## src/hdl/sltq_pkg.sv

```systemverilog
`timescale 1ns / 1ps

package sltq_pkg;

    localparam int STACK_DEPTH_DEF = 64;
    localparam int LINE_DEPTH_DEF  = 64;
    localparam int VALUE_WIDTH_DEF = 16;

    // Request command codes.
    typedef enum logic [1:0] {
        CMD_PUSH = 2'd0,
        CMD_POP  = 2'd1,
        CMD_ENQ  = 2'd2,
        CMD_DEQ  = 2'd3
    } cmd_t;

    // Result status codes.
    typedef enum logic [1:0] {
        ST_OK          = 2'd0,
        ST_STACK_EMPTY = 2'd1,
        ST_LINE_EMPTY  = 2'd2,
        ST_FULL        = 2'd3
    } status_t;

    // Fill flags that each store reports to the command decode.
    typedef struct packed {
        logic full;
        logic empty;
    } fill_t;

endpackage

```

## src/hdl/sltq_stack.sv

```systemverilog
`timescale 1ns / 1ps

module sltq_stack
    import sltq_pkg::*;
#(
    parameter int DEPTH = STACK_DEPTH_DEF,
    parameter int WIDTH = VALUE_WIDTH_DEF
) (
    input  logic             aclk,
    input  logic             aresetn,
    input  logic             push_en,
    input  logic             pop_en,
    input  logic [WIDTH-1:0] wdata,
    output logic [WIDTH-1:0] rdata,
    output fill_t            fill
);

    localparam int AW = (DEPTH > 1) ? $clog2(DEPTH) : 1;
    localparam int CW = $clog2(DEPTH + 1);

    logic [WIDTH-1:0] mem [DEPTH];
    logic [CW-1:0]    count_reg;
    logic [CW-1:0]    count_next;
    logic [CW-1:0]    top_idx;
    logic [WIDTH-1:0] rdata_reg;

    assign top_idx    = count_reg - CW'(1);
    assign fill.full  = (count_reg == CW'(DEPTH));
    assign fill.empty = (count_reg == '0);
    assign rdata      = rdata_reg;

    always_comb begin
        count_next = count_reg;
        if (push_en) begin
            count_next = count_reg + CW'(1);
        end else if (pop_en) begin
            count_next = top_idx;
        end
    end

    always_ff @(posedge aclk) begin
        if (!aresetn) begin
            count_reg <= '0;
        end else begin
            count_reg <= count_next;
        end
    end

    // Store array: write at the free slot, read the top on pop.
    always_ff @(posedge aclk) begin
        if (push_en) begin
            mem[count_reg[AW-1:0]] <= wdata;
        end
        if (pop_en) begin
            rdata_reg <= mem[top_idx[AW-1:0]];
        end
    end

endmodule

```

## src/hdl/sltq_line.sv

```systemverilog
`timescale 1ns / 1ps

module sltq_line
    import sltq_pkg::*;
#(
    parameter int DEPTH = LINE_DEPTH_DEF,
    parameter int WIDTH = VALUE_WIDTH_DEF
) (
    input  logic             aclk,
    input  logic             aresetn,
    input  logic             enq_en,
    input  logic             deq_en,
    input  logic [WIDTH-1:0] wdata,
    output logic [WIDTH-1:0] rdata,
    output fill_t            fill
);

    localparam int AW = (DEPTH > 1) ? $clog2(DEPTH) : 1;
    localparam int CW = $clog2(DEPTH + 1);

    logic [WIDTH-1:0] mem [DEPTH];
    logic [AW-1:0]    head_reg;
    logic [AW-1:0]    head_next;
    logic [AW-1:0]    tail_reg;
    logic [AW-1:0]    tail_next;
    logic [CW-1:0]    count_reg;
    logic [CW-1:0]    count_next;
    logic [WIDTH-1:0] rdata_reg;

    assign fill.full  = (count_reg == CW'(DEPTH));
    assign fill.empty = (count_reg == '0);
    assign rdata      = rdata_reg;

    always_comb begin
        head_next  = head_reg;
        tail_next  = tail_reg;
        count_next = count_reg;
        if (enq_en) begin
            tail_next  = (tail_reg == AW'(DEPTH - 1)) ? '0 : tail_reg + AW'(1);
            count_next = count_reg + CW'(1);
        end else if (deq_en) begin
            head_next  = (head_reg == AW'(DEPTH - 1)) ? '0 : head_reg + AW'(1);
            count_next = count_reg - CW'(1);
        end
    end

    always_ff @(posedge aclk) begin
        if (!aresetn) begin
            head_reg  <= '0;
            tail_reg  <= '0;
            count_reg <= '0;
        end else begin
            head_reg  <= head_next;
            tail_reg  <= tail_next;
            count_reg <= count_next;
        end
    end

    always_ff @(posedge aclk) begin
        if (enq_en) begin
            mem[tail_reg] <= wdata;
        end
        if (deq_en) begin
            rdata_reg <= mem[head_reg];
        end
    end

endmodule

```

## src/hdl/stack_and_two_line_queue_unit.sv

```systemverilog
`timescale 1ns / 1ps
// Channel   Direction  Ports                                        Accepted when
// request   in         s_cmd, s_line_select, s_plate_value          s_valid & s_ready
// result    out        m_status, m_data_out, m_data_valid           m_valid & m_ready
//
// One result per request, valid in the cycle after acceptance.
// A request is taken every cycle while the result register is empty or draining.
// A stalled result holds the store read registers and blocks new requests.
// Synchronous active-low reset clears all counts, pointers and the held value;
// store contents are not cleared and need no clearing pass.

module stack_and_two_line_queue_unit
    import sltq_pkg::*;
#(
    parameter int STACK_DEPTH = STACK_DEPTH_DEF,
    parameter int LINE_DEPTH  = LINE_DEPTH_DEF,
    parameter int VALUE_WIDTH = VALUE_WIDTH_DEF
) (
    input  logic        aclk,
    input  logic        aresetn,
    input  logic        s_valid,
    output logic        s_ready,
    input  logic [1:0]  s_cmd,
    input  logic        s_line_select,
    input  logic [15:0] s_plate_value,
    output logic        m_valid,
    input  logic        m_ready,
    output logic [1:0]  m_status,
    output logic [15:0] m_data_out,
    output logic        m_data_valid
);

    // Which read register feeds data_out for the pending result.
    typedef enum logic [1:0] {
        SRC_NONE   = 2'd0,
        SRC_STACK  = 2'd1,
        SRC_LINE_A = 2'd2,
        SRC_LINE_B = 2'd3
    } src_t;

    logic                   accept;
    cmd_t                   cmd;
    logic [VALUE_WIDTH-1:0] in_val;
    logic [VALUE_WIDTH-1:0] held_cur;
    logic [VALUE_WIDTH-1:0] out_val;

    logic                   push_en;
    logic                   pop_en;
    logic                   enq_a;
    logic                   enq_b;
    logic                   deq_a;
    logic                   deq_b;

    logic [VALUE_WIDTH-1:0] stack_rdata;
    logic [VALUE_WIDTH-1:0] line_a_rdata;
    logic [VALUE_WIDTH-1:0] line_b_rdata;
    fill_t                  stack_fill;
    fill_t                  line_a_fill;
    fill_t                  line_b_fill;
    fill_t                  line_fill;

    status_t                status_next;
    src_t                   src_next;

    logic                   m_valid_reg;
    logic                   m_valid_next;
    status_t                status_reg;
    src_t                   src_reg;
    logic [VALUE_WIDTH-1:0] held_reg;
    logic                   held_pend_reg;

    // Take a new request whenever the result slot is free or being drained.
    assign s_ready = !m_valid_reg || m_ready;
    assign accept  = s_valid && s_ready;
    assign cmd     = cmd_t'(s_cmd);
    assign in_val  = VALUE_WIDTH'(s_plate_value);

    // A pop lands its value in the stack read register; fold it into the
    // held register at the next accepted request.
    assign held_cur  = held_pend_reg ? stack_rdata : held_reg;
    assign line_fill = s_line_select ? line_b_fill : line_a_fill;

    assign push_en = accept && (cmd == CMD_PUSH) && !stack_fill.full;
    assign pop_en  = accept && (cmd == CMD_POP) && !stack_fill.empty;
    assign enq_a   = accept && (cmd == CMD_ENQ) && !s_line_select && !line_a_fill.full;
    assign enq_b   = accept && (cmd == CMD_ENQ) && s_line_select && !line_b_fill.full;
    assign deq_a   = accept && (cmd == CMD_DEQ) && !s_line_select && !line_a_fill.empty;
    assign deq_b   = accept && (cmd == CMD_DEQ) && s_line_select && !line_b_fill.empty;

    // Decode status and data source for the result.
    always_comb begin
        status_next = ST_OK;
        src_next    = SRC_NONE;
        case (cmd)
            CMD_PUSH: begin
                if (stack_fill.full) begin
                    status_next = ST_FULL;
                end
            end
            CMD_POP: begin
                if (stack_fill.empty) begin
                    status_next = ST_STACK_EMPTY;
                end else begin
                    src_next = SRC_STACK;
                end
            end
            CMD_ENQ: begin
                if (line_fill.full) begin
                    status_next = ST_FULL;
                end
            end
            CMD_DEQ: begin
                if (line_fill.empty) begin
                    status_next = ST_LINE_EMPTY;
                end else begin
                    src_next = s_line_select ? SRC_LINE_B : SRC_LINE_A;
                end
            end
            default: begin
                status_next = ST_OK;
            end
        endcase
    end

    always_comb begin
        m_valid_next = m_valid_reg;
        if (accept) begin
            m_valid_next = 1'b1;
        end else if (m_ready) begin
            m_valid_next = 1'b0;
        end
    end

    always_ff @(posedge aclk) begin
        if (!aresetn) begin
            m_valid_reg   <= 1'b0;
            status_reg    <= ST_OK;
            src_reg       <= SRC_NONE;
            held_reg      <= '0;
            held_pend_reg <= 1'b0;
        end else begin
            m_valid_reg <= m_valid_next;
            if (accept) begin
                status_reg    <= status_next;
                src_reg       <= src_next;
                held_reg      <= held_cur;
                held_pend_reg <= pop_en;
            end
        end
    end

    sltq_stack #(
        .DEPTH (STACK_DEPTH),
        .WIDTH (VALUE_WIDTH)
    ) u_stack (
        .aclk    (aclk),
        .aresetn (aresetn),
        .push_en (push_en),
        .pop_en  (pop_en),
        .wdata   (in_val),
        .rdata   (stack_rdata),
        .fill    (stack_fill)
    );

    sltq_line #(
        .DEPTH (LINE_DEPTH),
        .WIDTH (VALUE_WIDTH)
    ) u_line_a (
        .aclk    (aclk),
        .aresetn (aresetn),
        .enq_en  (enq_a),
        .deq_en  (deq_a),
        .wdata   (held_cur),
        .rdata   (line_a_rdata),
        .fill    (line_a_fill)
    );

    sltq_line #(
        .DEPTH (LINE_DEPTH),
        .WIDTH (VALUE_WIDTH)
    ) u_line_b (
        .aclk    (aclk),
        .aresetn (aresetn),
        .enq_en  (enq_b),
        .deq_en  (deq_b),
        .wdata   (held_cur),
        .rdata   (line_b_rdata),
        .fill    (line_b_fill)
    );

    // Select the read register for the pending result; zero when none.
    always_comb begin
        case (src_reg)
            SRC_STACK:  out_val = stack_rdata;
            SRC_LINE_A: out_val = line_a_rdata;
            SRC_LINE_B: out_val = line_b_rdata;
            default:    out_val = '0;
        endcase
    end

    assign m_valid      = m_valid_reg;
    assign m_status     = status_reg;
    assign m_data_out   = 16'(out_val);
    assign m_data_valid = (src_reg != SRC_NONE);

    a_stall_blocks: assert property (@(posedge aclk) disable iff (!aresetn)
        (m_valid && !m_ready) |-> !s_ready)
        else $error("request taken while result stalled");

    a_accept_gives_result: assert property (@(posedge aclk) disable iff (!aresetn)
        accept |=> m_valid)
        else $error("accepted request produced no result");

    a_push_fills: assert property (@(posedge aclk) disable iff (!aresetn)
        push_en |=> !stack_fill.empty)
        else $error("stack empty after successful push");

    a_data_only_ok: assert property (@(posedge aclk) disable iff (!aresetn)
        (m_valid && m_data_valid) |-> (m_status == ST_OK))
        else $error("data valid with failing status");

endmodule

```

## config.mk

```make
export PLATFORM = sky130hd
export DESIGN_NAME = stack_and_two_line_queue_unit
export DESIGN_NICKNAME = d
export VERILOG_FILES = /design/src/hdl/sltq_pkg.sv /design/src/hdl/sltq_stack.sv /design/src/hdl/sltq_line.sv /design/src/hdl/stack_and_two_line_queue_unit.sv
export SDC_FILE = /design/constraint.sdc
export NUM_CORES = 2
export LEC_CHECK = 0
export BUFFER_PORTS_ARGS = -buffer_cell sky130_fd_sc_hd__buf_2
export CORE_MARGIN = 2
export CORE_UTILIZATION = 60
export CTS_CLUSTER_DIAMETER = 50
export DETAILED_ROUTE_END_ITERATION = 12
export GPL_ROUTABILITY_DRIVEN = 1
export PLACE_DENSITY = 0.8
export SKIP_CTS_REPAIR_TIMING = 1
export SLEW_MARGIN = 0
export SYNTH_ARGS = -nofsm -noshare
export SYNTH_HDL_FRONTEND = slang
export SYNTH_SLANG_ARGS = --single-unit
```

## constraint.sdc

```tcl
create_clock -name aclk -period 4.9 [get_ports aclk]
set_input_delay 0.245 -clock aclk [delete_from_list [all_inputs] [get_ports aclk]]
set_output_delay 0.245 -clock aclk [all_outputs]
set_load 0.02 [all_outputs]
```

==> flow_summary.yaml <==
finish:
  utilization_pct: 67.8
  layout-drive-gt1-share_pct: 28.9
  final_net_count: 5888
  reg.largest.list: "u_line_a.mem (1024), u_line_b.mem (1024), u_stack.mem (1024)"
  area_delta_synth_final_pct: 12.5
pwr:
  clockPowerShare_pct: 43.1
  vdd_ir_drop_max_mv: 0.411
  powerDensity_mw_per_mm2: 415
  p_int_mw: 45.2
  p_switching_mw: 12.2
  p_seq_share_pct: 52.0
  combPwrFrac_pct: 4.8
  swShare_pct: 21.3
  p_leak_nw: 43.5
clock_tree:
  numCtsBuffers: 330
  cts-root-buf: "clkbuf_16"
  cts-htree-levels: 5
  cts_tree: "done"
  cts_sinks: 3187
  clk_latency_ns: 0.97
  clkTransAtPathRegs_ns: 0.06
  clockBufferDepth: 4
worst_setup_path:
  path_cells: "inv_1, ha_4, buf_4, mux4_2, nor2_1, nor2_1, o22ai_1, a2111oi_0, a221o_1"
  crit_fanout: 34
  arrival_ns: 4.80
  critical_path.most_common_cell: "nor2_1"
  criticalPathCategory: "flop to flop"
  slowest_delay_ns: 1.20
  required_ns: 5.70
  cp-start-kind: "flop"
  path_delay_family: "compound AO/OA/AOI/OAI gates"
  worstSetupEndpointType: "flop"
  crit_buf_inv: 2
  cpMaxStageDelayCell: "a2111oi_0"
sta:
  period_needed_ns: 4.00
  fmax_mhz: 250
  grt_setup_unrepaired: "no"
  worst_slew_pin_slew_ns: 1.36
  hold_viol_final: 1
  final-setup-viol-count: 0
  hold_ws_ns: -0.00185
  fin_crit_sh_pct: 81.7
  fin_skew_ns: 0.0889
  setup_tns_ns: 0
  final_max_slew_viol_count: 0
  relSlewSlack_pct: 7.00
placed_design:
  port_buffers: 43
  place_congestion: 0.876
  place_hpwl_um: 162000
logic_synthesis:
  synth_top_area_share_pct: 76.2
  synth_seq_cells: 3187
  synth_nets: 5525
  synth_cell_types: 58
  synth_cells: 5483
  synth-seq-area-share_pct: 77.2
  ys_warn_count: 0
  synth.avg_cell_area_sq_um: 22.4
  netlist.top_cell.by_area: "edfxtp_1"
  ys.flop_type: "edfxtp_1"
  postSynth.asyncResetShare_pct: 0
  synth-edff-count: 3120
  yosys-top-cells-area: "edfxtp_1, mux4_2, dfxtp_1, nor2_1, nand2_1"
  netlist_area_sq_mm: 0.123
outcome:
  run_status: "finished, violations left"
  violations: "hold timing"
floorplan:
  die_h_um: 457
  core_area_sq_mm: 0.204
  initial_core_util_pct: 60.3
  dieArea_sq_mm: 0.209
  fp-row-count: 166
  io_pins: 44
  dieWidth_um: 457
global_routing:
  grt_max_degree: 111
  grt.overflow.total: 0
  grt_pass1_vias: 62900
  grt_pass1_wl_um: 458000
  grt_use_total_pct: 30.6
  antenna_found_initial: 15
min_path:
  hold_class: "input pin to flop"
flow_run:
  drv_cap: 0
drt:
  drc: 0
  drtIter0Drc: 10700
  dr.pass1.iters: 8
  vias_per_cell: 7.14
  postRouteAntennaNets: 0
  wl_um: 317000
  vias: 62800
  wl_per_cell_um: 36.1
routing by layer:
layer	global-route usage [%]	up-vias	part of all wire (%)
met5	0	-	0.033
met2	48.9	5410	49
met1	42.0	32600	34
li1	-	23800	-
met3	6.70	894	12
met4	11.9	16	4.6
stage by stage:
stage	setup WS (ns)	cells	total power [mW]	area, sq um
after floorplan	1.06	5483	32.1	123000
after global placement	1.27	8192	33.0	128000
after detailed placement	1.23	8192	33.1	128000
after CTS	1.07	8772	57.5	138000
after global routing	0.871	8783	58.6	138000
final	0.896	8788	57.4	138000
synthesized netlist by cell type (17+ instances only):
cell and n:
nor2_1 251, a221o_1 34, buf_2 81, clkbuf_1 146, o21ai_0 21, nand3_1 68, dfxtp_1 67, mux2i_1 38
xnor2_1 18, nand3b_1 21, edfxtp_1 3120, buf_1 44, nand2_1 224, mux4_2 898, xor2_1 17, and2_1 18
buf_4 24, a211oi_1 42, a22o_1 48, mux2_2 34, ha_1 17, nor2b_1 40, a21oi_1 74
final timing paths:
kind,startpoint,endpoint,slack [ns],cells after the start
min,s_plate_value[4],u_stack.mem[56][4]$_DFFE_PP_,-0.002,2
max reg2reg,u_stack.count_reg[1]$_SDFFE_PN0P_,u_stack.rdata[13]$_DFFE_PP_,0.90,9
max,u_stack.count_reg[1]$_SDFFE_PN0P_,u_stack.rdata[13]$_DFFE_PP_,0.90,9
min reg2reg,held_reg[3]$_SDFFE_PN0N_,held_reg[3]$_SDFFE_PN0N_,0.47,2
layout make-up:
class                      count  area (sq um)
tap                         2688          3360
clock inverter               185          1830
fill                       11300         65700
inverter                      18          67.6
timing repair buffer         336          2750
clock buffer                 395          8700
sequential                  3187         95100
multi-input combinational   1973         26700
antenna                        6          15.0
power groups by stage:
| stage | Clock, mW | Combinational [mW] | Sequential (mW) |
|---|---|---|---|
| 2_1_floorplan | 0 | 1.67 | 30.4 |
| 3_3_place_gp | 0 | 2.57 | 30.5 |
| 3_5_place_dp | 0 | 2.64 | 30.5 |
| 4_1_cts | 24.9 | 2.72 | 29.9 |
| 5_1_grt | 25.8 | 2.91 | 29.9 |
| 6_report | 24.7 | 2.78 | 29.9 |
kinds of logic (layout without fill, tap and decap cells):
| family | Yosys count | in the layout | share of synthesized area (%) |
|---|---|---|---|
| flip-flops | 3187 | 3187 | 77.2 |
| multiplexers | 970 | 970 | 17.1 |
| AND/OR/NAND/NOR | 675 | 675 | 2.44 |
| buffers and inverters | 323 | 934 | 1.20 |
| AO/OA/AOI/OAI | 274 | 274 | 1.60 |
| XOR/XNOR | 35 | 35 | 0.249 |
| adder cells (fa/ha/maj) | 19 | 19 | 0.205 |
| other | 0 | 6 | 0 |
cells in the final DEF, fill, tap and decap left out, types with 7 or more instances in the layout:
master	instances
nor3_1	7
mux2_2	18
a211oi_1	42
dfxtp_4	9
a31oi_1	12
buf_4	260
a22o_1	48
inv_6	14
a21oi_1	74
nor2_1	248
ha_1	16
nand3b_1	21
o211ai_1	10
clkbuf_16	338
clkinv_2	56
a221o_1	34
o221ai_1	8
and2_1	18
buf_12	25
inv_1	16
clkinvlp_4	13
dfxtp_1	58
mux4_2	898
xor2_1	16
bufinv_16	32
mux2i_1	38
edfxtp_1	3120
clkinv_1	57
o21ai_0	21
buf_2	42
xnor2_1	14
nand3_1	68
nand2_1	224
dlygate4sd3_1	9
nor2b_1	39
mux2_4	16
clkbuf_1	54
nand4_1	12
No activity file was read; power rests on OpenSTA's default activity.
